$ cat src/design/ilt_ram.sv
// ----------------------------------------------------------------------------
// ilt_ram: generic simple dual-port RAM
// One write port, one read port with registered read data.
// ----------------------------------------------------------------------------
`default_nettype none
module ilt_ram #(
  parameter int WIDTH = 8,
  parameter int DEPTH = 16,
  localparam int AW = (DEPTH > 1) ? $clog2(DEPTH) : 1
) (
  input  wire logic             clk,
  input  wire logic             we,
  input  wire logic [AW-1:0]    waddr,
  input  wire logic [WIDTH-1:0] wdata,
  input  wire logic [AW-1:0]    raddr,
  output logic      [WIDTH-1:0] rdata
);
  logic [WIDTH-1:0] mem [DEPTH];

  always_ff @(posedge clk) begin
    if (we) begin
      mem[waddr] <= wdata;
    end
    rdata <= mem[raddr];
  end
endmodule
`default_nettype wire

$ cat config.mk
export PLATFORM = sky130hd
export DESIGN_NAME = ilt_ram
export DESIGN_NICKNAME = d
export VERILOG_FILES = /design/src/design/ilt_ram.sv
export SDC_FILE = /design/constraint.sdc
export NUM_CORES = 1
export LEC_CHECK = 0
export BUFFER_PORTS_ARGS = -buffer_cell sky130_fd_sc_hd__buf_2
export CORE_MARGIN = 2
export CORE_UTILIZATION = 53
export DETAILED_ROUTE_END_ITERATION = 8
export PLACE_DENSITY = 0.68
export SLEW_MARGIN = 20
export SYNTH_ARGS = -nofsm -noshare
export SYNTH_HDL_FRONTEND = slang
export SYNTH_SLANG_ARGS = --single-unit
$ cat constraint.sdc
create_clock -name clk -period 2.8 [get_ports clk]
set_input_delay 0 -clock clk [delete_from_list [all_inputs] [get_ports clk]]
set_output_delay 0 -clock clk [all_outputs]
set_load 0.02 [all_outputs]
==> impl_metrics.csv, run 1 <==
group,metric,value,unit
clock_tree,cts_root_buf,"clkbuf_8",
timing,period_share,51.9,%
yosys,syn_inst,229,
yosys,synth_area_leaders,"edfxtp_1 75%, mux4_2 7.9%, mux4_1 7.1%",
floorplanning,io_pins,26,
clock_tree,cts_buffers,17,
setup_path,end_kind,"flop",
clock_tree,clock-sinks,136,
routing,drtIter0Drc,225,
global_routing,grt_pass1_wl,14.9,mm
setup_path,crit_chain,"mux4_1 > a22oi_1 > nand2_1",
routing,wl,9.64,mm
power,p_leak,2.05,nW
job,drv_cap,0,
global_routing,grt_pass1_vias,2627,
global_routing,antenna_found_initial,0,
floorplanning,core-area,9330,sq um
power,total_power,4.68,mW
floorplanning,die_area,10500,sq um
global_routing,grt_overflow_total,0,
clock_tree,postCtsSetupBuffers,0,
setup_path,slowest_delay,0.52,ns
setup_path,cp-start-kind,"flop",
floorplanning,initial_core_util,55.2,%
floorplanning,num_rows,35,
setup_path,cpLargestDelayFamily,"multiplexers",
final_layout,final_cells,423,
clock_tree,post_cts_resized,0,
power,power_per_cell_area,768,nW/um^2
clock_tree,hold_buffers,8,
global_routing,grt_use_total,20.5,%
hold_path,hold_class,"primary input to flop",
setup_path,cp.arrival,1.82,ns
placement,dp.cells,383,
yosys,synth_area,5150,sq um
yosys,yosys_register_bits,136,
placement,dp_slack,1.04,ns
yosys,seq_area_frac_synth,77.8,%
routing,antenna_left,0,
timing,setup_viol,0,
yosys,synth_top_area_share,74.7,%
timing,clock.fmax,688,MHz
placement,dp_hpwl,6.01,mm
routing,firstDrtPassIters,4,
yosys,ys_warn_count,0,
power,ir_drop,0.000332,V
routing,drc,0,
final_layout,utilization,65.3,%
floorplanning,die_h,103,um
timing,setup_ws,1.35,ns
setup_path,cp.required,3.17,ns
timing,rsz0062_at_grt,"false",
global_routing,grt_max_degree,30,
floorplanning,chipWidth,103,um
clock_tree,clk_latency,0.51,ns
final_layout,syn2layout_area_growth,18.4,%
final_layout,antenna_cells,0,
clock_tree,cts_buffer_depth,2,
routing,viasPerCell,5.73,
clock_tree,cts.clk_slew.worst_paths,0.06,ns
final_layout,nNetsFinal,299,
clock_tree,htreeDepth,4,
yosys,avgSynthCellArea,22.5,sq um
routing,vias,2423,
setup_path,cp.buffers_inverters,0,
setup_path,slowest_stage,"mux4_1",
setup_path,crit_fanout,1,
timing,tns,0,ns
timing,fin_skew,0.0236,ns
setup_path,path_class,"flop to flop",
final_layout,fillers,616,
clock_tree,cts_tree,"built",
final_layout,drive_above_1_share,28.2,%
placement,place_congestion,0.720,
routing,wl_per_cell,22.8,um
yosys,synth.distinct_cells,19,
timing,relSlewSlack,38.6,%
timing,tightest_slew,0.918,ns
placement,port_buffers,25,
timing,slew_violations,0,
yosys,syn-num-nets,247,
yosys,synth_largest_area_cell,"edfxtp_1",
run_status,status,"complete, no violations",
timing,fin_crit,1.45,ns
timing,finalHoldViolCount,0,
final timing paths:
check	startpoint	endpoint	slack, ns	cells past startpoint
max	mem[1][0]	rdata[0]	1.35	3
min	waddr[0]	mem[4][0]	0.06	3
max reg2reg	mem[1][0]	rdata[0]	1.35	3
min reg2reg	mem[7][1]	rdata[1]	0.67	3
cells in the mapped netlist:
cell type and n:
edfxtp_1 128, and2_1 1, mux4_1 14, nand3b_1 2, nor3_1 4, and2b_1 1
nor2_1 13, nand3_1 1, nand2_1 9, buf_4 1, or3b_2 1, buf_6 3
nor2b_1 1, dfxtp_1 8, nand2b_1 2, buf_2 3, clkdlybuf4s25_2 3, mux4_2 18
a22oi_1 16
sequential cells by signal, indices dropped and copies added, names as in the netlist:
register / count
mem: 128
rdata: 8
cell usage in the layout, fill, tap and decap left out, types with 5 or more instances in the layout:
cell type / count
a22oi_1: 16
buf_2: 25
buf_4: 10
clkbuf_16: 16
clkinvlp_4: 5
dfxtp_1: 8
dlygate4sd3_1: 8
edfxtp_1: 128
mux4_1: 14
mux4_2: 18
nand2_1: 9
nor2_1: 13
area by class of cell:
class	instances	area, sq um	share of cell area (%)
Clock buffer	21	439	7.21
Multi-Input combinational cell	83	1060	17.4
Timing Repair Buffer	43	280	4.60
Tap cell	129	161	2.65
Clock inverter	11	150	2.46
Sequential cell	136	4000	65.7
worst reg2reg max path, stage by stage, from the launching register on:
cell	delay, ns
edfxtp_1	0.35
mux4_1	0.52
a22oi_1	0.30
nand2_1	0.13
metal layers:
| layer | vias up | share of wire, % | track usage, % |
|---|---|---|---|
| met5 | - | 0 | 0 |
| met4 | 0 | 0.41 | 7.49 |
| li1 | 1078 | - | - |
| met3 | 4 | 5.4 | 4.61 |
| met2 | 82 | 50 | 33.0 |
| met1 | 1259 | 44 | 28.1 |
power by group:
part / leakage, nW / switching [mW] / internal (mW)
Combinational: 0.556 / 0.130 / 0.0927
Clock: 0.270 / 0.786 / 1.38
Sequential: 1.22 / 0.0148 / 2.28
per-stage QoR:
| stage | instance area (sq um) | hold slack, ns |
|---|---|---|
| 2_1_floorplan | 5150 | 0.0989 |
| 3_3_place_gp | 5420 | 0.388 |
| 3_5_place_dp | 5420 | 0.399 |
| 4_1_cts | 6090 | 0.0394 |
| 5_1_grt | 6090 | 0.0668 |
| 6_report | 6090 | 0.0590 |
logic make-up (layout without fill, tap and decap cells):
kind of cell / after synthesis / after routing / share of synthesized area (%)
AO/OA/AOI/OAI: 16 / 16 / 2.33
buffers and inverters: 10 / 75 / 1.68
AND/OR/NAND/NOR: 35 / 35 / 3.18
flip-flops: 136 / 136 / 77.8
multiplexers: 32 / 32 / 15.0
(Power assumes the default switching activity.)
==> run 2, diff against run 1 <==
--- a/config.mk
+++ b/config.mk
@@ -9,7 +9,7 @@
 export CORE_MARGIN = 2
 export CORE_UTILIZATION = 53
 export DETAILED_ROUTE_END_ITERATION = 8
-export PLACE_DENSITY = 0.68
+export PLACE_DENSITY = 0.7
 export SLEW_MARGIN = 20
 export SYNTH_ARGS = -nofsm -noshare
 export SYNTH_HDL_FRONTEND = slang
==> constraint.sdc (replaced) <==
create_clock -name clk -period 1.2 [get_ports clk]
set_input_delay 0 -clock clk [delete_from_list [all_inputs] [get_ports clk]]
set_output_delay 0 -clock clk [all_outputs]
set_load 0.02 [all_outputs]
==> run 2 against run 1 <==
The run now ends with negative setup slack left; sequential power grew 130%; power grew 130%; routed wire length shrank 0.96%; maximum frequency grew 12%; register-to-register slack lost 1.4 ns; clock skew shrank 0.016 ns; core utilization grew 1.7 points; non-clock buffer count grew 16.
==> impl_metrics.csv, run 2 (same netlist as run 1, synthesis figures left out) <==
group,metric,value,unit
run_status,status,"finished with violations",
run_status,violations,"negative setup slack",
setup_path,r2r_end,"rdata[6]",
clock_tree,cts_root_buf,"clkbuf_8",
floorplanning,io_pins,26,
global_routing,grt_pass1_vias,2562,
global_routing,grt_overflow_total,0,
global_routing,grt_max_degree,25,
power,p_leak,2.10,nW
timing,rsz0062_at_grt,"true",
clock_tree,cts.clk_slew.worst_paths,0.06,ns
final_layout,antenna_cells,0,
timing,timing.hold.ws,0.0533,ns
setup_path,cp-start-kind,"flop",
routing,highest_layer,"met4",
clock_tree,clock-sinks,136,
hold_path,holdPathStages,3,
setup_path,startpoint,"mem[3][6]",
power,switching_share,21.0,%
final_layout,drive_above_1_share,40.3,%
timing,tns,-0.467,ns
setup_path,path_class,"flop to flop",
routing,viasPerCell,5.67,
routing,wl_met3,715,um
placement,place_congestion,0.713,
setup_path,cp.required,1.58,ns
job,drv_cap,0,
floorplanning,initial_core_util,55.2,%
final_layout,largest_registers,"mem x128, rdata x8",
final_layout,final_cell_mix,"128 x edfxtp_1, 28 x mux4_2, 25 x buf_2",
routing,drtIter0Drc,128,
clock_tree,cts_buffer_depth,2,
routing,wl_per_cell,21.8,um
final_layout,utilization,67.0,%
routing,dr_wl_met2,5.08,mm
setup_path,crit_chain,"mux4_2 > a22oi_2 > nand2_2",
setup_path,end_kind,"flop",
power,power.switching,2.27,mW
routing,met1_length,3.70,mm
timing,period_share,108,%
clock_tree,cts_tree,"built",
placement,port_buffers,25,
floorplanning,die_area,10500,sq um
timing,fin_skew,0.00784,ns
timing,slew_violations,0,
power,power_per_cell_area,1730,nW/um^2
routing,wl,9.55,mm
final_layout,syn2layout_area_growth,21.4,%
floorplanning,die_h,103,um
routing,drc,0,
floorplanning,chipWidth,103,um
floorplanning,num_rows,35,
routing,firstDrtPassIters,4,
timing,relSlewSlack,38.9,%
timing,clock.fmax,769,MHz
setup_path,slowest_stage,"mux4_2",
final_layout,largest_reg_flops,128,
global_routing,grt_use_total,20.3,%
setup_path,ff2ff_setup_slack,-0.10,ns
final_layout,final_common_cell,"edfxtp_1",
final_layout,fillers,606,
hold_path,hold_class,"primary input to flop",
setup_path,slowest_delay,0.49,ns
power,pwr-share-comb,5.5,%
power,ir_drop,0.000932,V
final_layout,regMostFlops,"mem",
setup_path,r2r-start,"mem[3][6]",
power,power_frac_clock,45.0,%
power,p_int,8.53,mW
routing,vias,2489,
setup_path,cp.buffers_inverters,0,
setup_path,crit_fanout,1,
clock_tree,cts_buffers,17,
clock_tree,htreeDepth,4,
global_routing,grt_pass1_wl,14.4,mm
timing,tightest_slew,0.913,ns
hold_path,hold_start,"waddr[0]",
setup_path,ff2ff_path_depth,3,
placement,dp_hpwl,5.96,mm
global_routing,antenna_found_initial,0,
timing,setup_ws,-0.101,ns
setup_path,cpLargestDelayFamily,"multiplexers",
timing,finalHoldViolCount,0,
clock_tree,clk_latency,0.51,ns
power,p_seq_share,49.5,%
final_layout,nNetsFinal,315,
setup_path,cp.arrival,1.68,ns
timing,setup_viol,8,
routing,antenna_left,0,
timing,fin_crit,1.30,ns
hold_path,hold_end,"mem[0][6]",
floorplanning,core-area,9330,sq um
run 2: layout make-up:
cell class,count,area (sq um),area share (%)
sequential,136,4000,64.1
multi-input combinational,83,1080,17.3
timing repair buffer,59,438,7.01
clock buffer,17,414,6.63
tap,129,161,2.58
clock inverter,15,154,2.46
run 2: power groups by stage:
stage	Clock [mW]	Sequential, mW	Combinational [mW]
after floorplan	0	5.47	0.270
after global placement	0	5.44	0.534
after detailed placement	0	5.44	0.543
after CTS	4.93	5.35	0.594
after global routing	5.13	5.35	0.637
final	4.86	5.34	0.592
run 2: routing by layer:
layer	GRT usage, %	vias up
met1	26.1	1289
met3	6.24	2
met5	0	-
li1	-	1103
met4	6.15	0
met2	33.7	95
run 2: what timing repair did:
item / in CTS / in global routing
endpoints found under the hold margin: 128 / 0
hold buffers: 8 / 0
pin swaps: 10 / 4
resized for setup: 17 / 5
buffers inserted: 0 / 0
setup endpoints to repair: 8 / 8
run 2: metrics by stage:
step           area [sq um]  total power [mW]  instances  setup slack, ns
5_1_grt                6250              11.1        439           -0.128
6_report               6250              10.8        439           -0.101
2_1_floorplan          5150              5.74        229          -0.0661
3_3_place_gp           5590              5.97        399           -0.209
4_1_cts                6250              10.9        439          -0.0971
3_5_place_dp           5590              5.99        399           -0.275
run 2: tightest hold or removal path: cells and delay by family:
kind                   cells  cell delay [ns]
buffers and inverters      2             0.32
AND/OR/NAND/NOR            1             0.06
run 2: worst max-delay path by stage:
stage,cells past startpoint,to
floorplan,2,mem[3][0]
global placement,5,rdata[2]
detailed placement,5,rdata[1]
CTS,3,rdata[5]
global route,3,rdata[6]
finish,3,rdata[6]
