File: src/design/ilt_pkg.sv
// ----------------------------------------------------------------------------
// ilt_pkg: image layout tracker shared definitions
// Command codes, dense layout codes, Vulkan barrier tables and the
// structs passed between the sequencer and the barrier unit.
// ----------------------------------------------------------------------------
`default_nettype none
package ilt_pkg;

  localparam logic [2:0] CMD_TRACKED  = 3'd0;
  localparam logic [2:0] CMD_EXPLICIT = 3'd1;
  localparam logic [2:0] CMD_SET      = 3'd2;
  localparam logic [2:0] CMD_REMOVE   = 3'd3;
  localparam logic [2:0] CMD_LOOKUP   = 3'd4;
  localparam logic [2:0] CMD_CLEAR    = 3'd5;
  // unassigned codes: no effect, zero result
  localparam logic [2:0] CMD_RSVD6    = 3'd6;
  localparam logic [2:0] CMD_RSVD7    = 3'd7;

  localparam logic [3:0] LAY_UNDEF    = 4'd0;
  localparam logic [3:0] LAY_GENERAL  = 4'd1;
  localparam logic [3:0] LAY_COLOR    = 4'd2;
  localparam logic [3:0] LAY_DEPTH    = 4'd3;
  localparam logic [3:0] LAY_SHADER   = 4'd4;
  localparam logic [3:0] LAY_XFER_SRC = 4'd5;
  localparam logic [3:0] LAY_XFER_DST = 4'd6;
  localparam logic [3:0] LAY_PRESENT  = 4'd7;
  localparam logic [3:0] LAY_OTHER    = 4'd8;

  localparam logic [31:0] ST_TOP         = 32'h0000_0001;
  localparam logic [31:0] ST_FRAG_SHADER = 32'h0000_0080;
  localparam logic [31:0] ST_EARLY_FRAG  = 32'h0000_0100;
  localparam logic [31:0] ST_LATE_FRAG   = 32'h0000_0200;
  localparam logic [31:0] ST_COLOR_OUT   = 32'h0000_0400;
  localparam logic [31:0] ST_TRANSFER    = 32'h0000_1000;
  localparam logic [31:0] ST_ALL_CMDS    = 32'h0001_0000;
  localparam logic [31:0] AC_NONE        = 32'h0000_0000;
  localparam logic [31:0] AC_INPUT_ATT_RD = 32'h0000_0010;
  localparam logic [31:0] AC_SHADER_RD   = 32'h0000_0020;
  localparam logic [31:0] AC_COLOR_WR    = 32'h0000_0100;
  localparam logic [31:0] AC_DS_WR       = 32'h0000_0400;
  localparam logic [31:0] AC_XFER_RD     = 32'h0000_0800;
  localparam logic [31:0] AC_XFER_WR     = 32'h0000_1000;
  localparam logic [31:0] AC_MEM_RW      = 32'h0001_8000;

  typedef struct packed {
    logic [3:0]  prior_layout;
    logic [3:0]  want_layout;
    logic [31:0] src_override;
    logic [31:0] dst_override;
    logic [31:0] aspect;
  } bar_req_t;

  typedef struct packed {
    logic        issued;
    logic [31:0] src_stg;
    logic [31:0] dst_stg;
    logic [31:0] src_acc;
    logic [31:0] dst_acc;
    logic [31:0] aspect;
  } bar_rsp_t;

  // layout codes above LAY_OTHER fold into LAY_OTHER
  function automatic logic [3:0] clamp_layout(input logic [3:0] v);
    return (v > LAY_OTHER) ? LAY_OTHER : v;
  endfunction

  function automatic logic [31:0] src_stage_tab(input logic [3:0] l);
    logic [31:0] r;
    case (l)
      LAY_UNDEF:    r = ST_TOP;
      LAY_GENERAL:  r = ST_ALL_CMDS;
      LAY_COLOR:    r = ST_COLOR_OUT;
      LAY_DEPTH:    r = ST_EARLY_FRAG | ST_LATE_FRAG;
      LAY_SHADER:   r = ST_FRAG_SHADER;
      LAY_XFER_SRC: r = ST_TRANSFER;
      LAY_XFER_DST: r = ST_TRANSFER;
      LAY_PRESENT:  r = ST_TRANSFER;
      default:      r = ST_ALL_CMDS;
    endcase
    return r;
  endfunction

  function automatic logic [31:0] src_access_tab(input logic [3:0] l);
    logic [31:0] r;
    case (l)
      LAY_UNDEF:    r = AC_NONE;
      LAY_GENERAL:  r = AC_MEM_RW;
      LAY_COLOR:    r = AC_COLOR_WR;
      LAY_DEPTH:    r = AC_DS_WR;
      LAY_SHADER:   r = AC_SHADER_RD;
      LAY_XFER_SRC: r = AC_XFER_RD;
      LAY_XFER_DST: r = AC_XFER_WR;
      LAY_PRESENT:  r = AC_NONE;
      default:      r = AC_MEM_RW;
    endcase
    return r;
  endfunction

  function automatic logic [31:0] dst_stage_tab(input logic [3:0] l);
    logic [31:0] r;
    case (l)
      LAY_UNDEF:    r = ST_ALL_CMDS;
      LAY_GENERAL:  r = ST_ALL_CMDS;
      LAY_COLOR:    r = ST_COLOR_OUT;
      LAY_DEPTH:    r = ST_EARLY_FRAG;
      LAY_SHADER:   r = ST_FRAG_SHADER;
      LAY_XFER_SRC: r = ST_TRANSFER;
      LAY_XFER_DST: r = ST_TRANSFER;
      LAY_PRESENT:  r = ST_TRANSFER;
      default:      r = ST_ALL_CMDS;
    endcase
    return r;
  endfunction

  function automatic logic [31:0] dst_access_tab(input logic [3:0] l);
    logic [31:0] r;
    case (l)
      LAY_UNDEF:    r = AC_MEM_RW;
      LAY_GENERAL:  r = AC_MEM_RW;
      LAY_COLOR:    r = AC_COLOR_WR;
      LAY_DEPTH:    r = AC_DS_WR;
      LAY_SHADER:   r = AC_SHADER_RD | AC_INPUT_ATT_RD;
      LAY_XFER_SRC: r = AC_XFER_RD;
      LAY_XFER_DST: r = AC_XFER_WR;
      LAY_PRESENT:  r = AC_NONE;
      default:      r = AC_MEM_RW;
    endcase
    return r;
  endfunction

endpackage
`default_nettype wire

File: src/design/ilt_barrier.sv
// ----------------------------------------------------------------------------
// ilt_barrier: barrier mask generation
// Table lookup of stage/access masks with stage overrides.
// ----------------------------------------------------------------------------
`default_nettype none
module ilt_barrier (
  input  wire ilt_pkg::bar_req_t req,
  output      ilt_pkg::bar_rsp_t rsp
);
  import ilt_pkg::*;

  always_comb begin
    rsp = '0;
    if (req.prior_layout != req.want_layout) begin
      rsp.issued  = 1'b1;
      // source override only applies when coming from undefined
      rsp.src_stg = (req.prior_layout == LAY_UNDEF && req.src_override != '0) ?
                    req.src_override : src_stage_tab(req.prior_layout);
      rsp.dst_stg = (req.dst_override != '0) ? req.dst_override :
                    dst_stage_tab(req.want_layout);
      rsp.src_acc = src_access_tab(req.prior_layout);
      rsp.dst_acc = dst_access_tab(req.want_layout);
      rsp.aspect  = req.aspect;
    end
  end
endmodule
`default_nettype wire

File: config.mk
export PLATFORM = sky130hd
export DESIGN_NAME = ilt_barrier
export DESIGN_NICKNAME = d
export VERILOG_FILES = /design/src/design/ilt_pkg.sv /design/src/design/ilt_barrier.sv
export SDC_FILE = /design/constraint.sdc
export NUM_CORES = 1
export LEC_CHECK = 0
export BUFFER_PORTS_ARGS = -buffer_cell sky130_fd_sc_hd__buf_2
export CELL_PAD_IN_SITES_DETAIL_PLACEMENT = 1
export CELL_PAD_IN_SITES_GLOBAL_PLACEMENT = 1
export CORE_AREA = 2 2 102 104
export DETAILED_ROUTE_END_ITERATION = 10
export DIE_AREA = 0 0 104 106
export PLACE_DENSITY = 0.85
export RECOVER_POWER = 100
export SYNTH_ARGS = -nofsm -noshare
export SYNTH_HDL_FRONTEND = slang
export SYNTH_SLANG_ARGS = --single-unit
File: constraint.sdc
create_clock -name vclk -period 1.4
set_clock_uncertainty 0.1 [all_clocks]
set_input_delay 0 -clock vclk [all_inputs]
set_output_delay 0 -clock vclk [all_outputs]
set_load 0.01 [all_outputs]
==> results of run 1 <==
==> critical path, cell delays in order <==
cell       delay (ps)
buf_2             120
nor4_2            320
nand4_1           150
buf_6             170
o21ai_2           150
buf_6             150
a2bb2oi_2         150
buf_2             150
==> stage by stage <==
step | setup TNS, ps | hold slack [ps] | util | instances | setup slack, ps
after CTS | -5.92 | 188 | 0.292 | 600 | -4.14
after floorplan | 0 | -66.8 | - | 284 | 105
final | -659 | 185 | 0.334 | 603 | -62.8
after global placement | -5650 | 186 | 0.272 | 595 | -194
after global routing | -1790 | 202 | 0.334 | 603 | -79.1
after detailed placement | -6830 | 187 | 0.272 | 595 | -222
==> routing by layer <==
layer	wire (um)	up-vias	global-route usage
li1	-	1175	-
met1	3230	1161	0.138
met2	5150	164	0.289
met3	815	12	0.0251
met4	155	0	0.0319
met5	0	-	0
==> layout make-up <==
cell class	instances	area (um^2)	share of cell area
Multi-Input combinational cell	217	1640	0.492
Timing Repair Buffer	246	1510	0.452
Tap cell	136	170	0.0510
Inverter	4	15.0	0.00450
==> timing repair <==
action / in CTS / in global routing
cloned: 2 / 1
setup buffers: 3 / 2
pin swaps: 10 / 34
endpoints found under the setup margin: 78 / 106
gates resized for setup: 28 / 84
==> cells by family after synthesis <==
kind of cell	after synthesis	share of synthesized area
simple gates	139	0.541
xor+xnor	4	0.0224
buf+inv	70	0.308
other cells	1	0.00239
compound gates	22	0.127
==> path summary, 6_finish.rpt <==
kind  startpoint  cells past startpoint  endpoint
max      req[68]                      8  rsp[136]
min      req[16]                      3   rsp[16]
==> cells in the final DEF (no fill, tap or decap), drive strengths merged, types with 2 or more instances in the layout <==
master     n
and2      85
nand2      3
conb      49
o22a       2
nor4b      2
clkbuf     3
buf      243
a2bb2oi    3
nand4      5
inv        4
o21a       5
o221a      5
nand2b     2
o211ai     2
nand3      2
nor2       9
xnor2      4
nor4      19
nor3       6
o21ai      2
==> power breakdown <==
group / total, W / switching [W] / internal [W]
clock network: 0 / 0 / 0
logic: 0.000971 / 0.000518 / 0.000453
registers: 0 / 0 / 0
==> impl_metrics.json, run 1 <==
{
  "status": "finished with violations",
  "violations": "setup timing",
  "gp_congestion": 0.810,
  "min_period_over_period": 1.04,
  "grt_pass1_wl_um": 12600,
  "n_sequential_cell": 0,
  "drive_gt1_frac": 0.655,
  "gr-total-overflow": 0,
  "timing.final.crit_period_ps": 1460,
  "synth_warnings": 0,
  "synth_top_area_share": 0.339,
  "end_kind": "primary output",
  "firstDrtPassIters": 2,
  "antenna_found_initial": 0,
  "regArea_um2": 0,
  "die-area_um2": 11000,
  "fin_ws_ps": -62.8,
  "peakVddDrop_mv": 0.100,
  "diodes": 0,
  "postLayoutCellArea_um2": 3340,
  "core.rowCount": 37,
  "path_class": "in2out",
  "fp.dieW_um": 104,
  "fmax_mhz": 684,
  "worstPathRequired_ps": 1300,
  "wl_per_cell_um": 15.5,
  "vias": 2512,
  "area_growth_pct": 113,
  "grt_pass1_vias": 2516,
  "drv_slew": 0,
  "p_per_area_nw_per_um2": 291,
  "place_area_um2": 2720,
  "yosysTopAreaCell": "and2_1",
  "drcViolationCount": 0,
  "hp-class": "in2out",
  "fill_cells": 1286,
  "ios": 265,
  "portBuffers": 216,
  "synth.area.top_cells": "and2_1 (34%), buf_4 (25%), nor4_1 (7.2%)",
  "initial_core_util": 0.157,
  "syn_area_um2": 1570,
  "grt_use_total": 0.138,
  "rsz0062_at_grt": "true",
  "nClkBuffers": 0,
  "netlist_instances": 236,
  "synthDistinctLibCells": 36,
  "cts_hold_buf": 0,
  "yosysSeqAreaShare": 0,
  "cap_violations": 0,
  "crit_path_start_kind": "primary input",
  "setup_viol": 25,
  "drt_iter0_drc": 65,
  "vias_per_cell": 4.17,
  "drt-total-wl_um": 9350,
  "p_leak_nw": 1.72,
  "cp_max_fo": 7,
  "yosysMostFrequentCell": "and2_1",
  "synthTopCellsByCount": "and2_1 (85), buf_4 (53), nor4_1 (18)",
  "ant_nets": 0,
  "grt_max_degree": 36,
  "syn_area_per_cell_um2": 6.64,
  "power_w": 0.000971,
  "chipHeight_um": 106,
  "cp_data_arrival_time_ps": 1360,
  "hold_viol": 0,
  "num-nets-final": 573,
  "core_um2": 10000,
  "hpwl_um": 7020
}
(Power assumes the default switching activity.)
==> inputs of run 2 (changes only) <==
--- a/config.mk
+++ b/config.mk
@@ -5,13 +5,13 @@
 export SDC_FILE = /design/constraint.sdc
 export NUM_CORES = 1
 export LEC_CHECK = 0
-export BUFFER_PORTS_ARGS = -buffer_cell sky130_fd_sc_hd__buf_2
 export CELL_PAD_IN_SITES_DETAIL_PLACEMENT = 1
 export CELL_PAD_IN_SITES_GLOBAL_PLACEMENT = 1
 export CORE_AREA = 2 2 102 104
 export DETAILED_ROUTE_END_ITERATION = 10
 export DIE_AREA = 0 0 104 106
-export PLACE_DENSITY = 0.85
+export DONT_BUFFER_PORTS = 1
+export PLACE_DENSITY = 0.44
 export RECOVER_POWER = 100
 export SYNTH_ARGS = -nofsm -noshare
 export SYNTH_HDL_FRONTEND = slang
==> run 2 against run 1 <==
The flow now finishes without violations; total power fell by 53%; via count fell by 37%; non-clock buffer count shrank 228.
==> impl_metrics.json, run 2 (synthesized netlist as in run 1, its figures left out) <==
{
  "timing.final.crit_period_ps": 1320,
  "critPathCapture": "rsp[144]",
  "portBuffers": 0,
  "grt_pass1_vias": 1442,
  "path_class": "in2out",
  "status": "completed",
  "place_ws_ps": -92.2,
  "hp-class": "in2out",
  "drt_iter0_drc": 33,
  "crit_path_start_kind": "primary input",
  "drcViolationCount": 0,
  "min_period_over_period": 0.943,
  "drv_slew": 0,
  "met3_wirelength_um": 637,
  "cp_data_arrival_time_ps": 1220,
  "p_per_area_nw_per_um2": 268,
  "core.rowCount": 37,
  "worstPathRequired_ps": 1300,
  "layout_commonest_cell": "and2_0",
  "initial_core_util": 0.157,
  "setup_viol": 0,
  "die-area_um2": 11000,
  "firstDrtPassIters": 3,
  "end_kind": "primary output",
  "gp_congestion": 0.743,
  "cp.depth": 5,
  "hold_ws_ps": 16.5,
  "wl_per_cell_um": 17.8,
  "crit_start": "req[71]",
  "grt_use_total": 0.0980,
  "grt_pass1_wl_um": 8580,
  "power_w": 0.000454,
  "diodes": 0,
  "critPathBufInv": 1,
  "rsz0062_at_grt": "true",
  "topRoutingLayerUsed": "met3",
  "fp.dieW_um": 104,
  "cap_violations": 0,
  "n_sequential_cell": 0,
  "critPathMaxStageDelay_ps": 300,
  "chipHeight_um": 106,
  "p_leak_nw": 0.604,
  "crit_family": "compound AO/OA/AOI/OAI gates",
  "num-nets-final": 343,
  "slowest_stage": "nor4_2",
  "wl_met2_um": 3730,
  "cp_max_fo": 14,
  "peakVddDrop_mv": 0.0585,
  "vias": 1573,
  "mostFrequentLayoutCells": "and2_0 (56), conb_1 (49), and2_1 (28)",
  "core_um2": 10000,
  "grt_max_degree": 47,
  "drt-total-wl_um": 6660,
  "fin_ws_ps": 79.6,
  "area_growth_pct": 8.23,
  "antenna_found_initial": 0,
  "met1Wirelength_um": 2290,
  "hpwl_um": 5690,
  "fmax_mhz": 757,
  "crit_chain": "nor4_2 -> nand4_1 -> buf_4 -> o221a_4 -> o22a_1",
  "drive_gt1_frac": 0.135,
  "nClkBuffers": 0,
  "ios": 265,
  "regArea_um2": 0,
  "gr-total-overflow": 0,
  "ant_nets": 0,
  "hold_viol": 0,
  "vias_per_cell": 4.22
}
## run 2: cell types whose count changed in the layout (fill, tap and decap cells not counted), sizes merged
| cell | delta |
|---|---|
| buf | -231 |
| o221a | -2 |
| dlygate4sd3 | +2 |
| clkbuf | +1 |
## run 2: per-layer routing
layer / track usage / up-vias
met5: 0 / -
met4: 0 / 0
met3: 0.0196 / 0
met2: 0.208 / 150
met1: 0.104 / 717
li1: - / 706
## run 2: how the worst min path moves through the flow
| stage | startpoint | end | slack (ps) | cells after the start |
|---|---|---|---|---|
| after floorplan | req[100] | rsp[72] | -70 | 1 |
| after global placement | req[97] | rsp[43] | -30 | 1 |
| after detailed placement | req[97] | rsp[43] | -30 | 1 |
| after CTS | req[96] | rsp[43] | 10 | 2 |
| after global routing | req[96] | rsp[43] | 30 | 2 |
| final | req[96] | rsp[43] | 20 | 2 |
## run 2: where the power goes
part	switching (W)	internal, W	total (W)	leakage, nW
Sequential	0	0	0	0
Combinational	0.000315	0.000139	0.000454	0.604
Clock	0	0	0	0
## run 2: area by class of cell
cell class,instances,area (um^2)
tap,136,170
fill,1263,8300
timing repair buffer,18,129
inverter,4,15.0
multi-input combinational,215,1380
## run 2: timing repair
action                                 CTS  global route
hold buffers                             2             0
pin swaps                                3             5
resized for setup                        5            11
cloned                                   0             1
buffers inserted                         1             1
setup endpoints to repair               31            35
endpoints found under the hold margin    2             0
## run 2: stage by stage
| step | TNS, ps | util | instance area [um^2] | instances |
|---|---|---|---|---|
| floorplan | 0 | - | 1750 | 284 |
| global placement | -977 | 0.156 | 1560 | 368 |
| detailed placement | -2420 | 0.156 | 1560 | 368 |
| CTS | 0 | 0.162 | 1620 | 371 |
| global route | -114 | 0.170 | 1700 | 373 |
| finish | 0 | 0.170 | 1700 | 373 |
